**src/hw/rtl/ntc_pkg.sv**
```systemverilog
// ----------------------------------------------------------------------------
// ntc_pkg: shared types and constants of the thermistor temperature block
// Command and status structs between controller and datapath, register codes.
// ----------------------------------------------------------------------------
package ntc_pkg;

   localparam int unsigned ADC_BITS_DEF  = 16;
   localparam int unsigned FRAC_BITS_DEF = 16;
   localparam int unsigned LOG_FRAC      = 24;
   localparam int unsigned CSR_IDX_W     = 3;
   localparam int unsigned CSR_DATA_W    = 20;

   localparam logic [16:0] WEIGHT_ONE   = 17'd65536;
   localparam logic [29:0] LN2_Q30      = 30'd744261118;
   localparam logic signed [15:0] TEMP_MAX = 16'sd32767;
   localparam logic signed [15:0] TEMP_MIN = -16'sd27315;
   localparam logic [15:0] ZERO_C_IN_CK = 16'd27315;

   localparam logic [CSR_IDX_W-1:0] REG_LPF_WEIGHT = 3'd0;
   localparam logic [CSR_IDX_W-1:0] REG_OFFSET     = 3'd1;
   localparam logic [CSR_IDX_W-1:0] REG_SERIES     = 3'd2;
   localparam logic [CSR_IDX_W-1:0] REG_NOMINAL    = 3'd3;
   localparam logic [CSR_IDX_W-1:0] REG_NOM_TEMP   = 3'd4;
   localparam logic [CSR_IDX_W-1:0] REG_BETA       = 3'd5;

   localparam logic [1:0] STATUS_OK   = 2'd0;
   localparam logic [1:0] STATUS_LOW  = 2'd1;
   localparam logic [1:0] STATUS_FULL = 2'd2;

   typedef enum logic [3:0] {
      ST_IDLE,
      ST_FILTER,
      ST_CLASSIFY,
      ST_RES_DIV,
      ST_LOG_LOAD,
      ST_LOG_NORM,
      ST_LOG_ITER,
      ST_LOG_ACC,
      ST_LN_MUL,
      ST_DEN,
      ST_T_LOAD,
      ST_T_DIV,
      ST_FINISH,
      ST_OUT
   } state_type;

   typedef struct packed {
      logic load;        // capture sample, compute clamp and filter
      logic classify;    // decide status and special cases
      logic div_start;   // start divider with resistance operands
      logic div_step;    // one quotient bit
      logic log_load;    // select log operand (0..3)
      logic log_norm;    // one normalization step
      logic log_iter;    // one squaring iteration
      logic log_acc;     // accumulate log result
      logic ln_mul;      // scale by ln2
      logic den;         // build beta denominator
      logic tdiv_start;  // start divider with temperature operands
      logic finish;      // finalize output register
   } cmd_type;

   typedef struct packed {
      logic special;     // result known without the log path
      logic res_only;    // skip the temperature path (zero series resistor, zero beta or nominal temperature)
      logic div_done;
      logic norm_done;
      logic iter_done;
      logic log_last;    // last of the four logs selected
      logic den_bad;     // denominator not positive
   } status_type;

endpackage

```
**src/hw/rtl/ntc_controller.sv**
```systemverilog
// ----------------------------------------------------------------------------
// ntc_controller: sequencer for the thermistor temperature block
// Steps one item through filter, resistance division, four log2 terms,
// ln scaling, denominator and temperature division.
// ----------------------------------------------------------------------------
module ntc_controller (
   input  logic                clock,
   input  logic                reset,
   input  logic                req_valid,
   output logic                req_stall,
   output logic                rsp_valid,
   input  logic                rsp_stall,
   input  ntc_pkg::status_type sts,
   output ntc_pkg::cmd_type    cmd
);

   ntc_pkg::state_type state_ff, state_in;

   always_ff @(posedge clock) begin
      if (reset) state_ff <= ntc_pkg::ST_IDLE;
      else       state_ff <= state_in;
   end

   always_comb begin
      state_in = state_ff;
      unique case (state_ff)
         ntc_pkg::ST_IDLE:     if (req_valid) state_in = ntc_pkg::ST_FILTER;
         ntc_pkg::ST_FILTER:   state_in = ntc_pkg::ST_CLASSIFY;
         ntc_pkg::ST_CLASSIFY: state_in = ntc_pkg::ST_RES_DIV;
         ntc_pkg::ST_RES_DIV: begin
            if (sts.div_done) begin
               if (sts.special || sts.res_only) state_in = ntc_pkg::ST_OUT;
               else state_in = ntc_pkg::ST_LOG_LOAD;
            end
         end
         ntc_pkg::ST_LOG_LOAD: state_in = ntc_pkg::ST_LOG_NORM;
         ntc_pkg::ST_LOG_NORM: if (sts.norm_done) state_in = ntc_pkg::ST_LOG_ITER;
         ntc_pkg::ST_LOG_ITER: if (sts.iter_done) state_in = ntc_pkg::ST_LOG_ACC;
         ntc_pkg::ST_LOG_ACC: begin
            if (sts.log_last) state_in = ntc_pkg::ST_LN_MUL;
            else state_in = ntc_pkg::ST_LOG_LOAD;
         end
         ntc_pkg::ST_LN_MUL:   state_in = ntc_pkg::ST_DEN;
         ntc_pkg::ST_DEN:      state_in = ntc_pkg::ST_T_LOAD;
         ntc_pkg::ST_T_LOAD:   state_in = sts.den_bad ? ntc_pkg::ST_FINISH : ntc_pkg::ST_T_DIV;
         ntc_pkg::ST_T_DIV:    if (sts.div_done) state_in = ntc_pkg::ST_FINISH;
         ntc_pkg::ST_FINISH:   state_in = ntc_pkg::ST_OUT;
         ntc_pkg::ST_OUT:      if (!rsp_stall) state_in = ntc_pkg::ST_IDLE;
         default:              state_in = ntc_pkg::ST_IDLE;
      endcase
   end

   always_comb begin
      cmd = '0;
      unique case (state_ff)
         ntc_pkg::ST_IDLE:     cmd.load = req_valid;
         ntc_pkg::ST_FILTER:   cmd.classify = 1'b1;
         ntc_pkg::ST_CLASSIFY: cmd.div_start = 1'b1;
         ntc_pkg::ST_RES_DIV:  cmd.div_step = 1'b1;
         ntc_pkg::ST_LOG_LOAD: cmd.log_load = 1'b1;
         ntc_pkg::ST_LOG_NORM: cmd.log_norm = 1'b1;
         ntc_pkg::ST_LOG_ITER: cmd.log_iter = 1'b1;
         ntc_pkg::ST_LOG_ACC:  cmd.log_acc = 1'b1;
         ntc_pkg::ST_LN_MUL:   cmd.ln_mul = 1'b1;
         ntc_pkg::ST_DEN:      cmd.den = 1'b1;
         // skip the division when the denominator is not positive
         ntc_pkg::ST_T_LOAD:   cmd.tdiv_start = !sts.den_bad;
         ntc_pkg::ST_T_DIV:    cmd.div_step = 1'b1;
         ntc_pkg::ST_FINISH:   cmd.finish = 1'b1;
         ntc_pkg::ST_OUT:      ;
         default:              ;
      endcase
   end

   assign req_stall = (state_ff != ntc_pkg::ST_IDLE);
   assign rsp_valid = (state_ff == ntc_pkg::ST_OUT);

endmodule

```
**config.mk**
```make
export PLATFORM = sky130hd
export DESIGN_NAME = ntc_controller
export DESIGN_NICKNAME = d
export VERILOG_FILES = /design/src/hw/rtl/ntc_pkg.sv /design/src/hw/rtl/ntc_controller.sv
export SDC_FILE = /design/constraint.sdc
export NUM_CORES = 1
export LEC_CHECK = 0
export ABC_CLOCK_PERIOD_IN_PS = 2100
export BUFFER_PORTS_ARGS = -buffer_cell sky130_fd_sc_hd__buf_2
export CAP_MARGIN = 5
export CORE_AREA = 3 3 40 42
export CTS_CLUSTER_SIZE = 8
export DETAILED_ROUTE_END_ITERATION = 10
export DIE_AREA = 0 0 43 45
export GPL_TIMING_DRIVEN = 0
export PLACE_DENSITY = 0.73
export SLEW_MARGIN = 20
export SYNTH_ARGS = -nofsm -noshare
export SYNTH_HDL_FRONTEND = slang
export SYNTH_SLANG_ARGS = --single-unit
```
**constraint.sdc**
```tcl
create_clock -name clock -period 2.1 [get_ports clock]
set_clock_uncertainty 0.1 [all_clocks]
set_input_delay 0.315 -clock clock [delete_from_list [all_inputs] [get_ports clock]]
set_output_delay 0.315 -clock clock [all_outputs]
set_load 0.01 [all_outputs]
```
# After elaboration in Yosys (flattened, before gate mapping)

Index checks and enable logic that the tools add are counted.

Register bits after elaboration: 4
Output and inout bits: 14
Logic and storage cells: 48

Equality and inequality tests: 19
Multiplexer cells: 22
Reduce and logical (&&, ||, !) cells: 6

Operator list:

| operator                                                               | count |
|---|---|
| 4-bit one-hot mux with 14 select lines                                 | 1 |
| 4-bit 2-to-1 mux                                                       | 8 |
| 4-bit equality test (second input constant)                            | 6 |
| 4-bit by 3-bit equality test with 1-bit output (second input constant) | 4 |
| 1-bit 2-to-1 mux                                                       | 12 |
| 2-bit inequality test (second input constant)                          | 6 |
| 4-bit by 2-bit equality test with 1-bit output (second input constant) | 2 |
| 6-bit AND reduction                                                    | 1 |
| 4-bit by 1-bit equality test with 1-bit output (second input constant) | 1 |
| 4-bit logical NOT                                                      | 1 |
| 4-bit nonzero test                                                     | 1 |
| 3-bit 2-to-1 mux                                                       | 1 |
| 2-bit OR reduction                                                     | 1 |
| 1-bit logical NOT                                                      | 1 |
| 1-bit logical OR                                                       | 1 |

# Logic depth before layout (Yosys ltp)

Gate-level depths: netlist (run 1).

Depth after elaboration: 4
Depth in mapped cells: 5
Gate-level depth less buffers: 4

# Least setup slack after synthesis (run 1)

Ideal clock, no wire load.

Path kind: register to register
From: reg state_ff[0]
To: reg state_ff[0]
Setup time: 0.117 ns
Arrival time: 1.471 ns
Required time: 1.883 ns
Setup slack: 0.411 ns
Cell stages (with the launch flop): 6
Cell sequence: dfxtp_1 -> buf_6 -> or4_1 -> a21o_1 -> and3_4 -> a32o_1

Cells in the longest elaborated chain, start to end: 3

Ends and longest elaborated chain:

| what                                                                         | line                 | text |
|---|---|---|
| from (decl)                                                                  | ntc_controller.sv:17 | `ntc_pkg::state_type state_ff, state_in;` |
| from (signal assigned)                                                       | ntc_controller.sv:20 | `if (reset) state_ff <= ntc_pkg::ST_IDLE;` |
| from (signal assigned)                                                       | ntc_controller.sv:21 | `else state_ff <= state_in;` |
| 4-bit by 2-bit equality test with 1-bit output, or another cell as far along | ntc_controller.sv:26 | `unique case (state_ff)` |
| 2-bit inequality test (no line)                                              | --                   |  |
| 6-bit AND reduction (no line)                                                | --                   |  |

Several ways; a longest one is shown, not always the timed one.
A chain may end at the register's enable or synchronous reset.

==> results of run 1 <==
-- where the power goes --
part / leakage [nW] / switching, mW / total (mW) / internal, mW
sequential: 0.0328 / 0.0230 / 0.123 / 0.100
combinational: 0.262 / 0.270 / 0.474 / 0.204
clock: 0.0138 / 0.0255 / 0.0891 / 0.0635
-- Yosys cell counts, drive strengths merged --
master | number | area [µm²]
and3 | 3 | 23.77
nand2 | 9 | 33.78
and2 | 1 | 6.260
a22o | 1 | 8.760
dfxtp | 4 | 80.08
o22ai | 1 | 6.260
nand3 | 1 | 5.000
nor2 | 8 | 30.03
clkbuf | 5 | 18.77
a21o | 2 | 15.01
buf | 3 | 20.01
a32o | 3 | 30.03
a21oi | 2 | 10.01
nor3 | 5 | 25.02
mux2i | 1 | 10.01
or4 | 1 | 7.510
o21ai | 4 | 20.02
nand2b | 4 | 25.02
inv | 1 | 3.750
o21a | 1 | 7.510
nand3b | 1 | 7.510
a22oi | 1 | 7.510
a31oi | 2 | 12.51
nor3b | 3 | 22.52
and4b | 1 | 10.01
nor2b | 1 | 6.260
a31o | 1 | 8.760
o21bai | 1 | 7.510
or2 | 1 | 6.260
-- routing by layer --
metal  vias to the layer above  wire length [µm]
met5                         -                 0
met4                         0                 0
met3                         0                67
met2                        16               595
met1                       260               605
li1                        313                 -
-- layout make-up --
class	instances	share of cell area (%)
well taps	15	2.964
plain buffers	6	5.534
repair buffers	24	18.97
inverters	1	0.5929
multi-input cells	59	55.73
flip-flops and latches	4	12.65
clock buffers	3	3.557
-- through the flow --
stage | total power, mW | std cells | util [%]
6_report | 0.6870 | 112 | 49.27
5_1_grt | 0.7558 | 112 | 49.27
4_1_cts | 0.6946 | 114 | 49.66
3_5_place_dp | 0.6011 | 111 | 47.81
3_3_place_gp | 0.5947 | 111 | 47.81
2_1_floorplan | 0.4719 | 72 | -
-- worst register-to-register path: stages (launching register included) --
cell and delay (ps):
dfxtp_1 300, buf_6 130, or4_1 520, a21o_1 200, a31oi_1 270, a32o_1 200
-- cell usage in the layout (no fill, tap or decap) --
cell type / n
buf_2: 25
nand2_1: 9
nor2_1: 8
nor3_1: 5
nand2b_1: 4
o21ai_0: 4
dfxtp_1: 4
clkbuf_2: 3
nor3b_1: 3
a32o_1: 3
clkbuf_4: 3
and3_1: 2
a31oi_1: 2
a21o_1: 2
a21oi_1: 2
buf_6: 1
clkbuf_1: 1
nor2b_1: 1
and2_1: 1
or2_2: 1
and4b_1: 1
nand3b_1: 1
or4_1: 1
and3_4: 1
nand3_1: 1
o21a_1: 1
o22ai_1: 1
mux2i_1: 1
a31o_2: 1
a22oi_1: 1
o21bai_1: 1
a22o_1: 1
inv_1: 1
-- cell families after synthesis --
group	Yosys count
AO/OA/AOI/OAI	19
AND/OR/NAND/NOR	39
multiplexers	1
buffers and inverters	9
flip-flops	4
-- what timing repair did --
item	CTS	global route
setup endpoints to repair	2	11
pin swaps	0	0
gates resized for setup	1	4
cloned	0	0
setup buffers	0	0
-- how the worst max path moves through the flow --
stage | from | to | slack [ps] | cells past startpoint
global placement | state_ff[2] | cmd[11] | 250 | 5
finish | state_ff[0] | cmd[0] | 230 | 5
detailed placement | state_ff[2] | cmd[11] | 250 | 5
floorplan | state_ff[0] | state_ff[0] | 410 | 5
global route | state_ff[2] | cmd[5] | 60 | 5
CTS | state_ff[3] | cmd[11] | 40 | 5
==> metrics.yaml, run 1 <==
grt-busiest-layer: "met2"
yosys_warnings: 0
cts_root_buf: "clkbuf_4"
design_area_um2: 633.1
min_path_cells: 4
reg2reg_from: "state_ff[0]"
grt_usage_pct: 13.38
finalHoldWorstSlack_ps: 396.5
crit_family: "buffers and inverters"
reg_top3: "state_ff: 4 flops"
rsz0062_at_grt: "no"
drt_wl_total_um: 1267
multi_input_area_um2: 352.8
setup-violations-final: 0
finalMaxSlewViolations: 0
n_antenna_cell: 0
met3_usage_pct: 2.789
startpoint_type: "register"
vias_per_cell: 5.259
place_area_um2: 614.3
cpMaxStageDelayCell: "clkbuf_1"
std_cell_rows: 13
arrival_ps: 1460
dieArea_um2: 1935
netlist_area_um2: 475.5
leakagePower_nw: 0.3086
yosysSeqAreaShare_pct: 16.84
rrSetupSlack_ps: 320
p_per_area_nw_per_um2: 1085
r2r_cells: 5
core_area_um2: 1285
muxShareOfSynthArea_pct: 2.105
maxCapViolCount: 0
crit_path_max_incr_delay_ps: 320
ff_latch_area_um2: 80.08
fin_crit_ps: 1874
initial_core_util_pct: 37.00
crit_type: "register to output pin"
fp.dieW_um: 43
ys_ff_latch: 4
synth_top_family_by_area: "simple AND/OR/NAND/NOR gates"
synthAdderAreaFrac_pct: 0
tritoncts: "built"
cts_max_level: 1
critPathMaxFanout: 10
path_buf_inv: 3
drive_gt1_share_pct: 36.08
area_growth_pct: 33.16
portBuffers: 24
regToRegEndpoint: "state_ff[1]"
worstHoldEndpoint: "state_ff[2]"
synth_compound_area_share_pct: 28.16
die_h_um: 45
vias: 589
clk_pin_slew_ps: 30
grt_pass1_wl_um: 2028
synthXorXnorAreaFrac_pct: 0
grt_pass1_vias: 480
pre_cts_ws_ps: 246.3
top_register: "state_ff"
cts_buffer_depth: 2
end_kind: "output pin"
fmax_mhz: 533.7
overflow: 0
hp-class: "input port to register"
drt_iter0_drc: 21
drc: 0
cp_cell_sequence: "buf_6 -> clkbuf_1 -> nor2_1 -> and3_1 -> buf_2"
antenna_found_initial: 0
setup_ws_ps: 226.5
yosysUniqueCellTypes: 32
tightest_slew_ps: 373.4
irDropWorstVdd_mv: 0.4192
syn_avg_cell_area_um2: 6.604
status: "complete, no violations"
period_share_pct: 89.22
use_met2_pct: 20.66
min-delay-start: "rsp_stall"
antenna_left: 0
dp_hpwl_um: 976.1
yosys.area_share.simple_pct: 43.95
tns_ps: 0
wl_per_cell_um: 11.31
syn_nets: 83
largest_reg_flops: 4
worstPathRequired_ps: 1680
grt_max_degree: 11
drt_pass1_iterations: 4
gp_congestion: 0.8445
cts_buffers: 3
cts_hold_buf: 0
clkLatencyLatePin_ps: 220
use_met1_pct: 18.94
final-hold-violation-count: 0
layout.nets: 110
cts.sinks: 4
relSlewSlack_pct: 75.10
ios: 25
syn_inst: 72
fillCellCount: 133
(Power assumes the default switching activity.)
==> run 2, diff against run 1 <==
--- a/config.mk
+++ b/config.mk
@@ -13,7 +13,7 @@
 export DETAILED_ROUTE_END_ITERATION = 10
 export DIE_AREA = 0 0 43 45
 export GPL_TIMING_DRIVEN = 0
-export PLACE_DENSITY = 0.73
+export PLACE_DENSITY_LB_ADDON = 0.05
 export SLEW_MARGIN = 20
 export SYNTH_ARGS = -nofsm -noshare
 export SYNTH_HDL_FRONTEND = slang
==> run 2 against run 1 <==
Sequential cell count unchanged. Worst hold slack lost 3.6 ps. Cell area unchanged. Cell count did not move. Clock power up 6.7%. Utilization unchanged. Setup slack got worse by 22 ps. Largest cell class unchanged. Via count shrank 0.51%. Die area stayed put.
==> metrics.yaml, run 2 (same netlist as run 1, synthesis figures left out) <==
crit_type: "register to output pin"
fin_crit_ps: 1895  # +21.88 ps
dieArea_um2: 1935  # unchanged
top_register: "state_ff"
cts.sinks: 4  # unchanged
place_area_um2: 614.3  # unchanged
vias: 586  # -0.51%
critical_path.endpoint: "cmd[5]"
cts_max_level: 1  # unchanged
hp-class: "input port to register"
grt_max_degree: 11  # unchanged
rsz0062_at_grt: "no"
reg_top3: "state_ff: 4 flops"
tns_ps: 0  # unchanged
overflow: 0  # unchanged
n_antenna_cell: 0  # unchanged
layout.nets: 110  # unchanged
mostFrequentLayoutCells: "25 x buf_2, 9 x nand2_1, 8 x nor2_1, 5 x nor3_1"
grt_usage_pct: 14.30  # +0.91 points
ff_latch_area_um2: 80.08  # unchanged
arrival_ps: 1480  # +20 ps
ios: 25  # unchanged
die_h_um: 45  # unchanged
fillCellCount: 146  # +9.8%
setup-violations-final: 0  # unchanged
p_per_area_nw_per_um2: 1076  # -0.88%
design_area_um2: 633.1  # unchanged
antenna_left: 0  # unchanged
core_area_um2: 1285  # unchanged
cts_buffer_depth: 2  # unchanged
drt_wl_total_um: 1257  # -0.79%
tightest_slew_ps: 402.9  # +29.49 ps
antenna_found_initial: 0  # unchanged
initial_core_util_pct: 37.00  # unchanged
rrSetupSlack_ps: 340  # +20 ps
cts_root_buf: "clkbuf_4"
drt_iter0_drc: 21  # unchanged
grt_pass1_vias: 494  # +2.9%
portBuffers: 24  # unchanged
irDropWorstVdd_mv: 0.6788  # +62%
clkLatencyLatePin_ps: 240  # +20 ps
finalMaxSlewViolations: 0  # unchanged
startpoint_type: "register"
leakagePower_nw: 0.3086  # unchanged
r2r_cells: 5  # unchanged
clk_pin_slew_ps: 40  # about the same
end_kind: "output pin"
status: "complete, no violations"
worstPathRequired_ps: 1680  # about the same
fmax_mhz: 527.6  # -1.2%
final-hold-violation-count: 0  # unchanged
regToRegEndpoint: "state_ff[3]"
period_share_pct: 90.26  # +1.0 points
maxCapViolCount: 0  # unchanged
grt_pass1_wl_um: 2111  # +4.1%
largest_reg_flops: 4  # unchanged
multi_input_area_um2: 352.8  # unchanged
crit_start: "state_ff[2]"
cts_buffers: 3  # unchanged
critPathMaxFanout: 10  # unchanged
wl_per_cell_um: 11.22  # -0.79%
drc: 0  # unchanged
drive_gt1_share_pct: 36.08  # unchanged
reg2reg_from: "state_ff[1]"
area_growth_pct: 33.16  # unchanged
tritoncts: "built"
fp.dieW_um: 43  # unchanged
dp_hpwl_um: 969.4  # -0.69%
final_common_cell: "buf_2"
relSlewSlack_pct: 73.14  # -2.0 points
gp_congestion: 0.8159  # -3.4%
vias_per_cell: 5.232  # -0.51%
std_cell_rows: 13  # unchanged
drt_pass1_iterations: 4  # unchanged
## run 2: cell counts in the layout (fill, tap and decap cells not counted)
Identical to the previous run, type by type.
## run 2: cell type report
| class | instances | share of cell area (%) |
|---|---|---|
| Tap cell | 15 | 2.964 |
| Multi-Input combinational cell | 59 | 55.73 |
| Timing Repair Buffer | 24 | 18.97 |
| Inverter | 1 | 0.5929 |
| Sequential cell | 4 | 12.65 |
| Buffer | 6 | 5.534 |
| Clock buffer | 3 | 3.557 |
## run 2: worst max-delay path, cell delays in order (launching register included)
cell	delay, ps
dfxtp_1	360
clkbuf_2	240
clkbuf_2	240
nand2_1	90
nor3_1	150
buf_2	160
## run 2: worst min-delay path by stage
| stage | start | end | slack, ps | cells past startpoint |
|---|---|---|---|---|
| floorplan | reset | state_ff[0] | 490 | 2 |
| global placement | state_ff[0] | state_ff[3] | 630 | 3 |
| detailed placement | state_ff[0] | state_ff[3] | 640 | 3 |
| CTS | rsp_stall | state_ff[2] | 400 | 4 |
| global route | reset | state_ff[0] | 410 | 3 |
| finish | rsp_stall | state_ff[2] | 390 | 4 |
## run 2: metal layers
layer,share of wire (%),wire [µm],vias to the layer above,GRT usage (%)
li1,-,-,312,-
met1,47,597,251,18.71
met2,43,546,20,22.75
met3,7.6,96,3,3.586
met4,1.4,17,0,5.422
met5,0,0,-,0
## run 2: through the flow
step	util (%)	worst slack (ps)	instances	hold slack, ps	power (mW)
final	49.27	204.6	112	392.9	0.6810
after global routing	49.27	41.62	112	411.4	0.7573
after CTS	49.76	45.75	114	398.3	0.6972
after detailed placement	47.81	224.9	111	635.4	0.5974
after global placement	47.81	218.5	111	630.2	0.5984
after floorplan	-	411.3	72	494.7	0.4719
## run 2: repair_timing
action,in CTS,in global routing
hold buffers,0,0
setup endpoints to repair,3,11
gates resized for setup,2,2
buffers inserted,0,0
## run 2: where the power goes
group / leakage [nW] / total [mW] / internal [mW] / switching, mW
sequential: 0.0328 / 0.123 / 0.100 / 0.0225
combinational: 0.262 / 0.463 / 0.204 / 0.259
clock: 0.0138 / 0.0951 / 0.0639 / 0.0312
total: 0.309 / 0.681 / 0.368 / 0.313
==> run 3, diff against run 2 <==
--- a/config.mk
+++ b/config.mk
@@ -6,12 +6,12 @@
 export NUM_CORES = 1
 export LEC_CHECK = 0
 export ABC_CLOCK_PERIOD_IN_PS = 2100
-export BUFFER_PORTS_ARGS = -buffer_cell sky130_fd_sc_hd__buf_2
 export CAP_MARGIN = 5
 export CORE_AREA = 3 3 40 42
 export CTS_CLUSTER_SIZE = 8
 export DETAILED_ROUTE_END_ITERATION = 10
 export DIE_AREA = 0 0 43 45
+export DONT_BUFFER_PORTS = 1
 export GPL_TIMING_DRIVEN = 0
 export PLACE_DENSITY_LB_ADDON = 0.05
 export SLEW_MARGIN = 20
==> run 3 against run 2 <==
Clock power down 2%. Critical path type unchanged. Sequential cell count unchanged. Largest cell class unchanged. Cell area down 18%.
==> metrics.yaml, run 3 (same netlist as run 1, synthesis figures left out) <==
cp_cell_sequence: "clkbuf_2 -> clkbuf_2 -> nand2b_1 -> nor3b_1"
finalMaxSlewViolations: 0  # unchanged
vias_per_cell: 5.854  # +12%
arrival_ps: 1520  # +40 ps
r2r_cells: 5  # unchanged
tightest_slew_ps: 381.3  # -21.65 ps
layout.nets: 87  # -21%
status: "complete, no violations"
period_share_pct: 92.03  # +1.8 points
dp_cells: 87  # -22%
dieArea_um2: 1935  # unchanged
std_cell_rows: 13  # unchanged
worstPathRequired_ps: 1680  # about the same
crit_start: "state_ff[3]"
p_clk_share_pct: 14.6  # +0.6 points
die_h_um: 45  # unchanged
fin_crit_ps: 1933  # +37.31 ps
relSlewSlack_pct: 74.53  # +1.4 points
crit_type: "register to output pin"
drt_wl_total_um: 1271  # +1.1%
p_per_area_nw_per_um2: 1227  # +14%
wl_per_cell_um: 14.28  # +27%
rsz0062_at_grt: "no"
rrSetupSlack_ps: 300  # -40 ps
fp.dieW_um: 43  # unchanged
antenna_found_initial: 0  # unchanged
p_int_mw: 0.3298  # -10%
ff_latch_area_um2: 80.08  # unchanged
grt_pass1_wl_um: 2214  # +4.9%
worstHoldEndpoint: "state_ff[0]"
overflow: 0  # unchanged
mostFrequentLayoutCells: "9 x nand2_1, 8 x nor2_1, 5 x nor3_1"
finalHoldWorstSlack_ps: 306.7  # -86.20 ps
grt_usage_pct: 15.28  # +0.98 points
initial_core_util_pct: 37.00  # unchanged
hp-class: "input port to register"
min-delay-start: "reset"
portBuffers: 0  # -100%
drt_pass1_iterations: 3  # -1
cts.sinks: 4  # unchanged
post_cts_buffers: 0  # unchanged
n_antenna_cell: 0  # unchanged
tritoncts: "built"
crit_top_cell: "clkbuf_2"
min_path_cells: 2  # -2
leakagePower_nw: 0.1992  # -35%
stdcell_count: 89  # -21%
final_common_cell: "nand2_1"
fmax_mhz: 517.4  # -1.9%
tns_ps: 0  # unchanged
drc: 0  # unchanged
area_growth_pct: 8.947
setup-violations-final: 0  # unchanged
dp_hpwl_um: 970.4  # +0.10%
regToRegEndpoint: "state_ff[3]"
fillCellCount: 146  # unchanged
end_kind: "output pin"
drt_iter0_drc: 8  # -62%
multi_input_area_um2: 352.8  # unchanged
top_register: "state_ff"
reg_top3: "state_ff: 4 flops"
cts_buffers: 3  # unchanged
clk_pin_slew_ps: 30  # about the same
p_sw_share_pct: 48.12  # +2.2 points
final-hold-violation-count: 0  # unchanged
p_comb_share_pct: 67.0  # -1.0 points
critPathMaxFanout: 10  # unchanged
vias: 521  # -11%
ios: 25  # unchanged
core_area_um2: 1285  # unchanged
gp_congestion: 0.7174  # -12%
power_frac_seq_pct: 18.4  # +0.4 points
antenna_left: 0  # unchanged
clkLatencyLatePin_ps: 230  # about the same
maxCapViolCount: 0  # unchanged
cts_root_buf: "clkbuf_4"
drive_gt1_share_pct: 16.22  # -20 points
crit_path_max_incr_delay_ps: 370  # about the same
grt_pass1_vias: 480  # -2.8%
irDropWorstVdd_mv: 0.7462  # +9.9%
grt_max_degree: 11  # unchanged
cpMaxStageDelayCell: "nor3b_1"
largest_reg_flops: 4  # unchanged
reg2reg_from: "state_ff[1]"
p_sw_mw: 0.3058  # -2.3%
cts_max_level: 1  # unchanged
cts_buffer_depth: 2  # unchanged
startpoint_type: "register"
-- run 3: cell types whose count changed in the layout (fill, tap and decap cells not counted) --
cell,before,now
buf_2,25,1
clkbuf_2,3,4
-- run 3: power groups by stage --
stage / Clock, mW / Sequential, mW / Combinational [mW]
after floorplan: 0 / 0.113 / 0.359
after global placement: 0 / 0.118 / 0.433
after detailed placement: 0 / 0.117 / 0.434
after CTS: 0.0997 / 0.116 / 0.439
after global routing: 0.111 / 0.121 / 0.488
final: 0.0931 / 0.117 / 0.426
-- run 3: per-stage QoR --
stage | power (mW) | worst slack, ps | instance area (µm²) | utilization, %
floorplan | 0.4719 | 411.3 | 475.5 | -
global placement | 0.5511 | 171.4 | 494.2 | 38.46
detailed placement | 0.5513 | 188.0 | 494.2 | 38.46
CTS | 0.6545 | 38.11 | 519.2 | 40.41
global route | 0.7201 | 24.16 | 518.0 | 40.31
finish | 0.6356 | 167.3 | 518.0 | 40.31
-- run 3: what timing repair did --
action | 4_1_cts | 5_1_grt
gates cloned | 0 | 0
hold buffers | 0 | 0
setup endpoints to repair | 3 | 8
gates resized for setup | 2 | 4
-- run 3: layout make-up --
class                      instances  share of cell area (%)
tap                               15                   3.623
inverter                           1                  0.7246
sequential                         4                   15.46
buffer                             7                   7.729
multi-input combinational         59                   68.12
clock buffer                       3                   4.348
-- run 3: worst max-delay path: cells and delay by family (launching register included) --
kind / cells / cell delay, ps
AND/OR/NAND/NOR: 2 / 570
flip-flops: 1 / 310
buffers and inverters: 2 / 400
-- run 3: worst max path at each step --
stage | to | slack, ps | cells after the start
finish | cmd[6] | 170 | 4
global route | cmd[6] | 20 | 4
CTS | cmd[5] | 40 | 4
detailed placement | cmd[5] | 190 | 4
global placement | cmd[5] | 170 | 4
floorplan | state_ff[0] | 410 | 5
-- run 3: per-layer routing --
layer | track usage [%] | wire length, µm | vias to the layer above
li1 | - | - | 263
met1 | 21.05 | 603 | 243
met2 | 22.75 | 583 | 15
met3 | 5.578 | 83 | 0
met4 | 3.614 | 0 | 0
met5 | 0 | 0 | -
